`config.mk`:
```
export PLATFORM = sky130hd
export DESIGN_NAME = adv_report_device_table_uuid_filter
export DESIGN_NICKNAME = d
export VERILOG_FILES = /design/src/hdl/ardtf_pkg.sv /design/src/hdl/adv_report_device_table_uuid_filter.sv /design/src/hdl/ardtf_ram.sv /design/src/hdl/ardtf_ctrl.sv /design/src/hdl/ardtf_dp.sv
export SDC_FILE = /design/constraint.sdc
export NUM_CORES = 1
export LEC_CHECK = 0
export BUFFER_PORTS_ARGS = -buffer_cell sky130_fd_sc_hd__buf_2
export CAP_MARGIN = 40
export CORE_MARGIN = 2
export CORE_UTILIZATION = 55
export CTS_CLUSTER_SIZE = 14
export DETAILED_ROUTE_END_ITERATION = 10
export PLACE_DENSITY = 0.82
export RECOVER_POWER = 50
export SYNTH_ARGS = -nofsm -noshare
export SYNTH_HDL_FRONTEND = slang
export SYNTH_SLANG_ARGS = --single-unit
```
`constraint.sdc`:
```
create_clock -name clk -period 5.35 [get_ports clk]
set_input_delay 0.2675 -clock clk [delete_from_list [all_inputs] [get_ports clk]]
set_output_delay 0.2675 -clock clk [all_outputs]
set_load 0.1 [all_outputs]
```
`src/hdl/ardtf_pkg.sv`:
```
package ardtf_pkg;

  // input beat layout
  localparam int ADDR_W      = 48;
  localparam int BYTE_W      = 8;
  localparam int UUID_W      = 16;
  localparam int IN_TDATA_W  = 64;
  localparam int OUT_TDATA_W = 16;
  localparam int DEV_W       = 3;

  // action codes carried on tuser
  localparam logic ACT_ADDR = 1'b0;
  localparam logic ACT_DATA = 1'b1;

  // configuration register indexes
  localparam logic REG_TARGET  = 1'b0;
  localparam logic REG_CONNECT = 1'b1;

  // register reset values
  localparam logic [UUID_W-1:0] TARGET_RESET  = 16'h0000;
  localparam logic [UUID_W-1:0] CONNECT_RESET = 16'h180D;

  // advertising data structure types holding 16-bit uuid lists
  localparam logic [BYTE_W-1:0] AD_UUID16_PART = 8'h02;
  localparam logic [BYTE_W-1:0] AD_UUID16_FULL = 8'h03;
  localparam logic [BYTE_W-1:0] UUID_STEP      = 8'd2;

  // device flag codes
  localparam logic [1:0] FLAG_NONE = 2'b00;
  localparam logic [1:0] FLAG_NEW  = 2'b01;
  localparam logic [1:0] FLAG_FULL = 2'b10;

  // controller to datapath
  typedef struct packed {
    logic start;   // latch address, clear parse state, restart table scan
    logic scan;    // step the table scan
    logic parse;   // parse the data byte on the input
    logic finish;  // load the result into the output register
  } cmd_t;

  // datapath to controller
  typedef struct packed {
    logic scan_done;  // lookup resolved this cycle
    logic out_free;   // output register can take a result
  } sts_t;

endpackage

```
`src/hdl/adv_report_device_table_uuid_filter.sv`:
```
// channel | direction | beat contents
// in_     | slave     | tdata: peer_address, address_type, data_byte; tuser: action; tlast
// out_    | master    | tdata: device_index .. selected_device (one beat per report)
// cfg_    | write     | cfg_index selects target_uuid (0) or connect_uuid (1)
//
// a data byte is parsed as it is accepted; an address item scans the table,
// one table read per cycle from the single-port-read table ram, until a hit or a miss decision
// a beat with tlast is followed by a finish step that loads the output register
// reset is synchronous, active low; table contents are not cleared, entry count is cleared
// a full output register stalls only the finish state, entered after a beat with tlast
module adv_report_device_table_uuid_filter #(
  parameter int TABLE_DEPTH = 8
) (
  input  logic                                  clk,
  input  logic                                  rst_n,
  input  logic                                  in_tvalid,
  output logic                                  in_tready,
  // [47:0] peer_address, [48] address_type, [56:49] data_byte, [63:57] zero
  input  logic [ardtf_pkg::IN_TDATA_W-1:0]      in_tdata,
  // [0] action
  input  logic                                  in_tuser,
  input  logic                                  in_tlast,
  output logic                                  out_tvalid,
  input  logic                                  out_tready,
  // [2:0] device_index, [3] new_device, [4] table_full, [5] service_match,
  // [6] connect_request, [9:7] selected_device, [15:10] zero
  output logic [ardtf_pkg::OUT_TDATA_W-1:0]     out_tdata,
  input  logic                                  cfg_we,
  input  logic                                  cfg_index,
  input  logic [ardtf_pkg::UUID_W-1:0]          cfg_data
);

  ardtf_pkg::cmd_t cmd;
  ardtf_pkg::sts_t sts;

  ardtf_ctrl u_ctrl (
    .clk       (clk),
    .rst_n     (rst_n),
    .in_tvalid (in_tvalid),
    .in_action (in_tuser),
    .in_last   (in_tlast),
    .in_tready (in_tready),
    .sts       (sts),
    .cmd       (cmd)
  );

  ardtf_dp #(
    .TABLE_DEPTH (TABLE_DEPTH)
  ) u_dp (
    .clk             (clk),
    .rst_n           (rst_n),
    .cmd             (cmd),
    .sts             (sts),
    .in_peer_address (in_tdata[47:0]),
    .in_address_type (in_tdata[48]),
    .in_data_byte    (in_tdata[56:49]),
    .in_last         (in_tlast),
    .cfg_we          (cfg_we),
    .cfg_index       (cfg_index),
    .cfg_data        (cfg_data),
    .out_tvalid      (out_tvalid),
    .out_tready      (out_tready),
    .out_tdata       (out_tdata)
  );

endmodule

```
`src/hdl/ardtf_ram.sv`:
```
module ardtf_ram #(
  parameter int WIDTH = 49,
  parameter int DEPTH = 8
) (
  input  logic                                       clk,
  input  logic                                       wr_en,
  input  logic [((DEPTH > 1) ? $clog2(DEPTH) : 1)-1:0] wr_addr,
  input  logic [WIDTH-1:0]                           wr_data,
  input  logic                                       rd_en,
  input  logic [((DEPTH > 1) ? $clog2(DEPTH) : 1)-1:0] rd_addr,
  output logic [WIDTH-1:0]                           rd_data
);

  logic [WIDTH-1:0] mem [DEPTH];
  logic [WIDTH-1:0] rd_data_r;

  // one write port, one registered read port
  always_ff @(posedge clk) begin
    if (wr_en) begin
      mem[wr_addr] <= wr_data;
    end
    if (rd_en) begin
      rd_data_r <= mem[rd_addr];
    end
  end

  assign rd_data = rd_data_r;

endmodule

```
`src/hdl/ardtf_ctrl.sv`:
```
module ardtf_ctrl (
  input  logic            clk,
  input  logic            rst_n,
  input  logic            in_tvalid,
  input  logic            in_action,
  input  logic            in_last,
  output logic            in_tready,
  input  ardtf_pkg::sts_t sts,
  output ardtf_pkg::cmd_t cmd
);

  typedef enum logic [2:0] {
    ST_IDLE = 3'b001,
    ST_SCAN = 3'b010,
    ST_FIN  = 3'b100
  } state_t;

  state_t state_r, state_nxt;
  logic   last_r, last_nxt;

  // next state and commands
  always_comb begin
    state_nxt  = state_r;
    last_nxt   = last_r;
    in_tready  = 1'b0;
    cmd        = '0;
    case (state_r)
      ST_IDLE: begin
        in_tready = 1'b1;
        if (in_tvalid) begin
          if (in_action == ardtf_pkg::ACT_ADDR) begin
            cmd.start = 1'b1;
            last_nxt  = in_last;
            state_nxt = ST_SCAN;
          end else begin
            cmd.parse = 1'b1;
            if (in_last) begin
              state_nxt = ST_FIN;
            end
          end
        end
      end
      ST_SCAN: begin
        cmd.scan = 1'b1;
        if (sts.scan_done) begin
          state_nxt = last_r ? ST_FIN : ST_IDLE;
        end
      end
      ST_FIN: begin
        if (sts.out_free) begin
          cmd.finish = 1'b1;
          state_nxt  = ST_IDLE;
        end
      end
      default: begin
        state_nxt = ST_IDLE;
      end
    endcase
  end

  always_ff @(posedge clk) begin
    if (!rst_n) begin
      state_r <= ST_IDLE;
      last_r  <= 1'b0;
    end else begin
      state_r <= state_nxt;
      last_r  <= last_nxt;
    end
  end

endmodule

```
`src/hdl/ardtf_dp.sv`:
```
module ardtf_dp #(
  parameter int TABLE_DEPTH = 8
) (
  input  logic                                  clk,
  input  logic                                  rst_n,
  input  ardtf_pkg::cmd_t                       cmd,
  output ardtf_pkg::sts_t                       sts,
  input  logic [ardtf_pkg::ADDR_W-1:0]          in_peer_address,
  input  logic                                  in_address_type,
  input  logic [ardtf_pkg::BYTE_W-1:0]          in_data_byte,
  input  logic                                  in_last,
  input  logic                                  cfg_we,
  input  logic                                  cfg_index,
  input  logic [ardtf_pkg::UUID_W-1:0]          cfg_data,
  output logic                                  out_tvalid,
  input  logic                                  out_tready,
  output logic [ardtf_pkg::OUT_TDATA_W-1:0]     out_tdata
);

  localparam int IW = (TABLE_DEPTH > 1) ? $clog2(TABLE_DEPTH) : 1;
  localparam int CW = $clog2(TABLE_DEPTH + 1);
  localparam int EW = ardtf_pkg::ADDR_W + 1;
  localparam int BW = ardtf_pkg::BYTE_W;
  localparam int DW = ardtf_pkg::DEV_W;

  // configuration
  logic [ardtf_pkg::UUID_W-1:0] target_r, target_nxt;
  logic [ardtf_pkg::UUID_W-1:0] connect_r, connect_nxt;

  // lookup
  logic [ardtf_pkg::ADDR_W-1:0] addr_r, addr_nxt;
  logic                         type_r, type_nxt;
  logic [CW-1:0]                count_r, count_nxt;
  logic [CW-1:0]                scan_idx_r, scan_idx_nxt;
  logic                         rd_vld_r, rd_vld_nxt;
  logic [IW-1:0]                rd_idx_r, rd_idx_nxt;
  logic [IW-1:0]                cur_dev_r, cur_dev_nxt;
  logic [1:0]                   flags_r, flags_nxt;
  logic [DW-1:0]                chosen_r, chosen_nxt;

  // parse state
  logic [BW-1:0] bpos_r, bpos_nxt;
  logic [BW-1:0] sstart_r, sstart_nxt;
  logic [BW-1:0] tpos_r, tpos_nxt;
  logic [BW-1:0] uoff_r, uoff_nxt;
  logic [BW-1:0] stype_r, stype_nxt;
  logic [BW:0]   ulow_r, ulow_nxt;
  logic          match_r, match_nxt;

  // output register
  logic                                 out_valid_r, out_valid_nxt;
  logic [ardtf_pkg::OUT_TDATA_W-1:0]    out_data_r, out_data_nxt;

  // table memory
  logic          ram_wr_en;
  logic          ram_rd_en;
  logic [IW-1:0] ram_rd_addr;
  logic [EW-1:0] ram_rd_data;

  logic                         hit;
  logic                         more;
  logic                         room;
  logic [ardtf_pkg::UUID_W-1:0] uuid;
  logic [BW:0]                  uuid_pos;
  logic [DW-1:0]                sel_dev;
  logic                         conn;

  ardtf_ram #(
    .WIDTH (EW),
    .DEPTH (TABLE_DEPTH)
  ) u_table (
    .clk     (clk),
    .wr_en   (ram_wr_en),
    .wr_addr (count_r[IW-1:0]),
    .wr_data ({type_r, addr_r}),
    .rd_en   (ram_rd_en),
    .rd_addr (ram_rd_addr),
    .rd_data (ram_rd_data)
  );

  assign hit  = rd_vld_r && (ram_rd_data[ardtf_pkg::ADDR_W-1:0] == addr_r);
  assign more = scan_idx_r < count_r;
  assign room = count_r < CW'(TABLE_DEPTH);
  assign ram_rd_addr = scan_idx_r[IW-1:0];

  assign sts.scan_done = hit || (!more && !rd_vld_r);
  assign sts.out_free  = !out_valid_r || out_tready;

  always_comb begin
    target_nxt    = target_r;
    connect_nxt   = connect_r;
    addr_nxt      = addr_r;
    type_nxt      = type_r;
    count_nxt     = count_r;
    scan_idx_nxt  = scan_idx_r;
    rd_vld_nxt    = rd_vld_r;
    rd_idx_nxt    = rd_idx_r;
    cur_dev_nxt   = cur_dev_r;
    flags_nxt     = flags_r;
    chosen_nxt    = chosen_r;
    bpos_nxt      = bpos_r;
    sstart_nxt    = sstart_r;
    tpos_nxt      = tpos_r;
    uoff_nxt      = uoff_r;
    stype_nxt     = stype_r;
    ulow_nxt      = ulow_r;
    match_nxt     = match_r;
    out_valid_nxt = out_valid_r;
    out_data_nxt  = out_data_r;
    ram_wr_en     = 1'b0;
    ram_rd_en     = 1'b0;
    uuid          = {in_data_byte, ulow_r[BW-1:0]};
    uuid_pos      = '0;
    sel_dev       = chosen_r;
    conn          = 1'b0;

    // new report: latch address, drop any report in progress
    if (cmd.start) begin
      addr_nxt     = in_peer_address;
      type_nxt     = in_address_type;
      scan_idx_nxt = '0;
      rd_vld_nxt   = 1'b0;
      bpos_nxt     = '0;
      sstart_nxt   = '0;
      tpos_nxt     = '0;
      uoff_nxt     = '0;
      stype_nxt    = '0;
      ulow_nxt     = '0;
      match_nxt    = 1'b0;
    end

    // table scan, one read per cycle, append on a miss while there is room, else flag full
    if (cmd.scan) begin
      if (hit) begin
        cur_dev_nxt = rd_idx_r;
        flags_nxt   = ardtf_pkg::FLAG_NONE;
      end else if (!rd_vld_r && !more) begin
        if (room) begin
          ram_wr_en   = 1'b1;
          cur_dev_nxt = count_r[IW-1:0];
          flags_nxt   = ardtf_pkg::FLAG_NEW;
          count_nxt   = count_r + CW'(1);
        end else begin
          cur_dev_nxt = '0;
          flags_nxt   = ardtf_pkg::FLAG_FULL;
        end
      end else begin
        rd_vld_nxt = more;
        if (more) begin
          ram_rd_en    = 1'b1;
          rd_idx_nxt   = scan_idx_r[IW-1:0];
          scan_idx_nxt = scan_idx_r + CW'(1);
        end
      end
    end

    // data byte: structure walk and uuid compare
    if (cmd.parse) begin
      if (ulow_r[BW]) begin
        if (uuid == target_r) begin
          match_nxt = 1'b1;
        end else begin
          uoff_nxt = uoff_r + ardtf_pkg::UUID_STEP;
        end
        ulow_nxt = '0;
      end
      if (bpos_r == tpos_r) begin
        stype_nxt = in_data_byte;
      end
      // type position plus offset does not wrap
      uuid_pos = {1'b0, tpos_r} + {1'b0, uoff_nxt};
      if (bpos_r == sstart_r) begin
        tpos_nxt   = bpos_r + BW'(1);
        sstart_nxt = sstart_r + in_data_byte + BW'(1);
        uoff_nxt   = BW'(1);
      end else if ({1'b0, bpos_r} == uuid_pos) begin
        if ((stype_nxt == ardtf_pkg::AD_UUID16_PART ||
             stype_nxt == ardtf_pkg::AD_UUID16_FULL) && !in_last) begin
          ulow_nxt = {1'b1, in_data_byte};
        end
      end
      bpos_nxt = bpos_r + BW'(1);
    end

    // end of report: load result, clear parse state; otherwise out_tready empties the output
    if (cmd.finish) begin
      if (match_r) begin
        sel_dev = DW'(cur_dev_r);
        conn    = (target_r == connect_r);
      end
      chosen_nxt    = sel_dev;
      out_valid_nxt = 1'b1;
      out_data_nxt  = {6'b0, sel_dev, conn, match_r, flags_r[1], flags_r[0],
                       DW'(cur_dev_r)};
      bpos_nxt      = '0;
      sstart_nxt    = '0;
      tpos_nxt      = '0;
      uoff_nxt      = '0;
      stype_nxt     = '0;
      ulow_nxt      = '0;
      match_nxt     = 1'b0;
    end else if (out_tready) begin
      out_valid_nxt = 1'b0;
    end

    // configuration writes
    if (cfg_we) begin
      case (cfg_index)
        ardtf_pkg::REG_TARGET:  target_nxt  = cfg_data;
        ardtf_pkg::REG_CONNECT: connect_nxt = cfg_data;
        default: ;
      endcase
    end
  end

  // control and parse registers
  always_ff @(posedge clk) begin
    if (!rst_n) begin
      target_r    <= ardtf_pkg::TARGET_RESET;
      connect_r   <= ardtf_pkg::CONNECT_RESET;
      count_r     <= '0;
      scan_idx_r  <= '0;
      rd_vld_r    <= 1'b0;
      rd_idx_r    <= '0;
      cur_dev_r   <= '0;
      flags_r     <= ardtf_pkg::FLAG_NONE;
      chosen_r    <= '0;
      bpos_r      <= '0;
      sstart_r    <= '0;
      tpos_r      <= '0;
      uoff_r      <= '0;
      stype_r     <= '0;
      ulow_r      <= '0;
      match_r     <= 1'b0;
      out_valid_r <= 1'b0;
    end else begin
      target_r    <= target_nxt;
      connect_r   <= connect_nxt;
      count_r     <= count_nxt;
      scan_idx_r  <= scan_idx_nxt;
      rd_vld_r    <= rd_vld_nxt;
      rd_idx_r    <= rd_idx_nxt;
      cur_dev_r   <= cur_dev_nxt;
      flags_r     <= flags_nxt;
      chosen_r    <= chosen_nxt;
      bpos_r      <= bpos_nxt;
      sstart_r    <= sstart_nxt;
      tpos_r      <= tpos_nxt;
      uoff_r      <= uoff_nxt;
      stype_r     <= stype_nxt;
      ulow_r      <= ulow_nxt;
      match_r     <= match_nxt;
      out_valid_r <= out_valid_nxt;
    end
  end

  // payload registers
  always_ff @(posedge clk) begin
    addr_r     <= addr_nxt;
    type_r     <= type_nxt;
    out_data_r <= out_data_nxt;
  end

  assign out_tvalid = out_valid_r;
  assign out_tdata  = out_data_r;

endmodule
```
Yosys cells after proc, flatten, opt, wreduce, memory -nomap -nowiden
Memories as Yosys holds them, arrays and structs flattened. A register that Yosys moved wholly into a read port is not among the register bits.
Index checks and enable logic that the tools add are counted.
- bits in writable memories: 392
- bits of input ports: 88
- flip-flop bits (word level): 166
- output and inout bits: 18
- memories: 1
- memories (memory ; depth ; width ; rd ports ; clocked after Yosys merged registers in ; wr ports ; line ; RTL):
    u_dp.u_table.mem ; 8 ; 49 ; 1 ; 1 ; 1 ; ardtf_ram.sv:14 ; logic [WIDTH-1:0] mem [DEPTH];
- reduce and logical (&&, ||, !) cells: 21
- $lt $le $gt $ge: 2
- bitwise gates (word level): 5
- mux-type cells: 73
- $add $sub $neg: 7
- equal/unequal tests: 15
- operators by type and width (cell ; number):
    8-bit two-way mux ; 18
    9-bit two-way mux ; 6
    48-bit equality test ; 1
    16-bit equality test ; 2
    1-bit two-way mux ; 30
    3-bit two-way mux ; 10
    4-bit two-way mux ; 5
    8-bit by 1-bit adder with 8-bit output, second input constant ; 2
    8-bit by 2-bit equality test with 1-bit output, second input constant ; 2
    8-bit equality test ; 2
    4-bit AND reduction ; 3
    8-bit by 8-bit adder with 9-bit output ; 1
    8-bit by 9-bit equality test with 1-bit output ; 1
    3-bit case mux with 3 select lines ; 1
    4-bit by 1-bit adder with 4-bit output, second input constant ; 2
    8-bit by 2-bit adder with 8-bit output, second input constant ; 1
    8-bit adder ; 1
    2-bit two-way mux ; 3
    2-bit inequality test, second input constant ; 3
    2-bit AND reduction ; 3
    2-bit nonzero test ; 3
    1-bit NOT ; 5
    1-bit zero test ; 4
    4-bit < comparator ; 1
    other kinds (9) ; 13

Depth between registers and ports, before layout
- word-level depth: 13
- mapped depth: 16

Modules after synthesis
A second synthesis with hierarchy kept.
- cells, all modules: 1482
- area, all modules: 24603.6 sq um
- modules (own cells, without submodules) (module ; area each (sq um) ; sequential area each (sq um) ; times used ; cells each):
    ardtf_ram ; 16233.1 ; 13242.7 ; 1 ; 628
    ardtf_dp ; 8086.5 ; 3813.7 ; 1 ; 820
    ardtf_ctrl ; 284.0 ; 80.1 ; 1 ; 34

Least setup slack after synthesis
OpenSTA, ideal clock, no wires.
- path kind: register to register
- start point: register u_dp.count_r[1]
- end point: memory u_dp.u_table.mem[0][0] (enable)
- cell stages (with the launch flop): 10
- path buffers: 1
- required time: 4.837 ns
- path slack: -0.420 ns
- library setup time: 0.513 ns
- arrival: 5.257 ns
- path through: dfxtp_1 -> clkbuf_1 -> inv_1 -> ha_1 -> a21o_1 -> a21o_1 -> a21oi_1 -> nor4_2 -> nand2b_1 -> nor3_1
- longest elaborated chain between the ends: 8
- ends and longest elaborated chain (element ; line ; RTL):
    start: declaration ; ardtf_dp.sv:33 ; logic [CW-1:0] count_r, count_nxt;
    start signal: assignment ; ardtf_dp.sv:239 ; count_r <= count_nxt;
    4-bit < comparator ; ardtf_dp.sv:82 ; assign more = scan_idx_r < count_r;
    1-bit zero test ; ardtf_dp.sv:137 ; end else if (!rd_vld_r && !more) begin
    1-bit logical AND ; ardtf_dp.sv:137 ;
    1-bit two-way mux ; ardtf_dp.sv:137 ;
    1-bit two-way mux ; ardtf_dp.sv:134 ; if (hit) begin
    1-bit two-way mux ; ardtf_dp.sv:133 ; if (cmd.scan) begin
    1-bit two-way mux ; ardtf_ram.sv:19 ; if (wr_en) begin
    1-bit two-way mux (not written as such) ; ardtf_ram.sv:20 ; mem[wr_addr] <= wr_data;
    end: declaration ; ardtf_ram.sv:14 ;
Several ways; a longest one is shown, not always the timed one.

==> reports/qor.txt <==
Fin area = 28,140 um^2
Post-CTS Hold Fix Bufs = 72
Detailed Route Iter0 Violations = 1,590
Gr usage total = 0.2379
Final Skew = 0.03665 ns
Crit path max fanout = 20
Syn Area/Cell = 16.43 um^2
Max Cap Viol = 3
CP bufs+invs = 4
Post-placement cell area = 25,520 um^2
GPL Wtd Cong = 0.8390
Vias = 13,870
Routed len/inst = 23.72 um
CP max stage delay = 0.78 ns
Routed vias/inst = 6.042
Tcrit/Tclk final = 0.8291
Crit path DAT = 4.94 ns
CP max-delay cell = clkbuf_1
Final Setup Violations = 0
Yosys Warn Count = 0
Post-Syn Instances = 1,479
IO Pins = 106
Slew Limit Headroom = -0.4761
Final core occ = 0.6405
Commonest non-fill, non-tap cell in the layout = edfxtp_1
Routed met1 length = 21,690 um
Met3 wire length = 3480 um
Hold path depth = 3
Commonest cells after routing, fill and taps aside = 490 x edfxtp_1, 108 x nand2_1, 103 x dfxtp_1
Critical Path Source Type = flip-flop
Number of post-CTS setup repair buffers = 0
Routed WL = 54,430 um
Sequential fraction of the synthesis area = 0.6929
Post-synth EDFFs = 490
Initial antenna violation count = 0
Distinct cells, synth = 72
Met2 routed WL = 27,690 um
Sw Pwr = 2300 uW
Placement row count = 77
Nets = 1,770
Crit path max-delay family = compound AO/OA/AOI/OAI gates
Clk_lat worst skew = 0.63 ns
First-pass GRT wire length = 83,100 um
Port Buffer Count = 91
Clock share of power = 0.415
VDD IR max = 0.4033 mV
Min-delay src = out_tready
Clock Tree Root = clkbuf_16
Drt pass-1 iters = 9
Status = complete, but fails checks
Clock slew at reported path FFs = 0.06 ns
Hold EP = u_dp.out_tvalid
Leakage = 0.009421 uW
Largest net degree at the start of global routing = 61
Worst r2r dst = u_dp.ulow_r[6]
Reg-to-reg startpoint = u_ctrl.state_r[1]
DIE AREA = 45,880 um^2
Most used cell, CP = inv_1
Core Footprint = 43,930 um^2
RSZ-0062 raised after global routing = no
Post-route DRC = 0
Worst Tran Pin Value = 2.214 ns
Worst path cell trace = or3b_1, inv_1, nand3_1, clkbuf_1, clkinv_1, a21boi_0, ha_1, inv_1, fa_1, nor2b_1, o21ai_0, xnor2_1, a2111oi_4, nand4b_4, a32o_1, a21o_1
Clock buffer depth = 3
Final Max Slew Viols = 151
Hold Crit Class = in -> reg
CTS sink cnt = 596
Fin. Hold Viols = 0
Post-Syn Area = 24,300 um^2
Maximum clock rate = 0.2255 GHz
FF-to-FF setup slack = 0.91 ns
Num CTS Buffers = 58
H-tree levels = 2
Max Used Layer = met4
TritonCTS clock tree = built
DIE HEIGHT = 214.2 um
R2R cell count = 16
Post-route ant nets = 0
Failing checks = max-capacitance violations, max-slew violations
Synthesis-to-finish area growth = 15.80%
Antenna diode count = 0
GRT overflow = 0
PnR worst setup slack = 0.9144 ns
Min Clock Period, post-route = 4.436 ns
Hpwl dp = 29,200 um
Worst path required time = 5.85 ns
FF+latch count, synth = 596
Synth async-reset ratio = 0
Crit path depth = 16
Initial Util = 0.5531
Die Wd = 214.2 um
Hold slack = 0.04512 ns
CP Capture Type = flip-flop
Combinational Power Share = 0.064
Post-CTS sizing = 0
Predominant post-synthesis flop cell = edfxtp_1
Cell-internal power = 7792 uW
Placement Setup Slack = 1.326 ns
Vias in the first global route = 14,010
P per Cell Area = 358.6 nW/um^2
Sw Ratio = 0.2279
Layout cells sized above 1 = 0.1996
Crit path kind = reg -> reg
Share of power burned in registers = 0.521
==> how the worst max path moves through the flow <==
stage,slack (ns),to,from
2_1_floorplan,-0.42,u_dp.u_table.mem[0][0],u_dp.count_r[1]
3_3_place_gp,1.34,u_dp.ulow_r[1],u_dp.target_r[7]
3_5_place_dp,1.33,u_dp.ulow_r[6],u_dp.target_r[7]
4_1_cts,1.29,u_dp.ulow_r[6],u_dp.target_r[7]
5_1_grt,0.54,u_dp.ulow_r[0],u_ctrl.state_r[2]
6_report,0.91,u_dp.ulow_r[6],u_ctrl.state_r[1]
==> final cells by class <==
class	instances	area [um^2]
clock buffer	65	1478
clock inverter	42	489.2
fill	2944	15790
inverter	28	105.1
multi-input combinational	783	7089
sequential	596	16840
tap	592	740.7
timing repair buffer	189	1393
==> through the flow <==
step | TNS [ns] | cells | total power [uW]
after floorplan | -136.31 | 1484 | 5753
after global routing | 0 | 2295 | 10380
after global placement | 0 | 2110 | 5913
final | 0 | 2295 | 10090
after detailed placement | 0 | 2116 | 5954
after CTS | 0 | 2295 | 10130
==> kinds of logic after synthesis <==
family / after synthesis / synth area share
AO/OA/AOI/OAI: 178 / 0.05427
XOR/XNOR: 113 / 0.04073
adder cells (fa/ha/maj): 26 / 0.01401
buffers and inverters: 105 / 0.01797
flip-flops: 596 / 0.6929
multiplexers: 158 / 0.1172
other: 1 / 0.0001543
AND/OR/NAND/NOR: 302 / 0.06282
==> per-layer routing <==
layer  up-vias  global-route usage
met5         -                   0
met4         0             0.08819
met3        91             0.03234
met2       669              0.4024
met1      7064              0.3182
li1       6043                   -
==> synthesized netlist by cell type, types with 15 or more instances <==
| library cell | instances | area [um^2] |
|---|---|---|
| a21boi_0 | 32 | 240.2 |
| a21oi_1 | 29 | 145.1 |
| a22o_1 | 16 | 140.1 |
| a22oi_1 | 16 | 120.1 |
| clkbuf_1 | 49 | 183.9 |
| dfxtp_1 | 106 | 2122 |
| edfxtp_1 | 490 | 14710 |
| ha_1 | 24 | 300.3 |
| inv_1 | 24 | 90.09 |
| mux2_2 | 51 | 574.3 |
| mux4_2 | 96 | 2162 |
| nand2_1 | 108 | 405.4 |
| nand3_1 | 32 | 160.2 |
| nand4_1 | 15 | 93.84 |
| nor2_1 | 50 | 187.7 |
| nor2b_1 | 17 | 106.4 |
| nor3_1 | 15 | 75.07 |
| o21ai_0 | 15 | 75.07 |
| xnor2_1 | 70 | 613.1 |
| xor2_1 | 43 | 376.6 |
==> worst min-delay path: stages <==
cell     delay, ns
buf_2         0.08
nor2b_1       0.07
o21a_1        0.18
==> registers in the layout, indices dropped and copies added, names as in the netlist, 8 cells and up <==
register              count
u_dp.u_table.mem        384
u_dp.out_tdata           10
u_dp.bpos_r               8
u_dp.tpos_r               8
u_dp.addr_r              48
u_dp.connect_r           16
u_dp.ulow_r               9
u_dp.uoff_r               8
u_dp.sstart_r             8
u_dp.u_table.rd_data     48
u_dp.target_r            16
==> power groups by stage <==
stage	combinational, uW	sequential (uW)	clock [uW]
6_report	647	5260	4190
5_1_grt	698	5270	4410
4_1_cts	650	5250	4230
3_5_place_dp	603	5350	0
3_3_place_gp	576	5340	0
2_1_floorplan	409	5340	0
No activity file was read; power rests on OpenSTA's default activity.
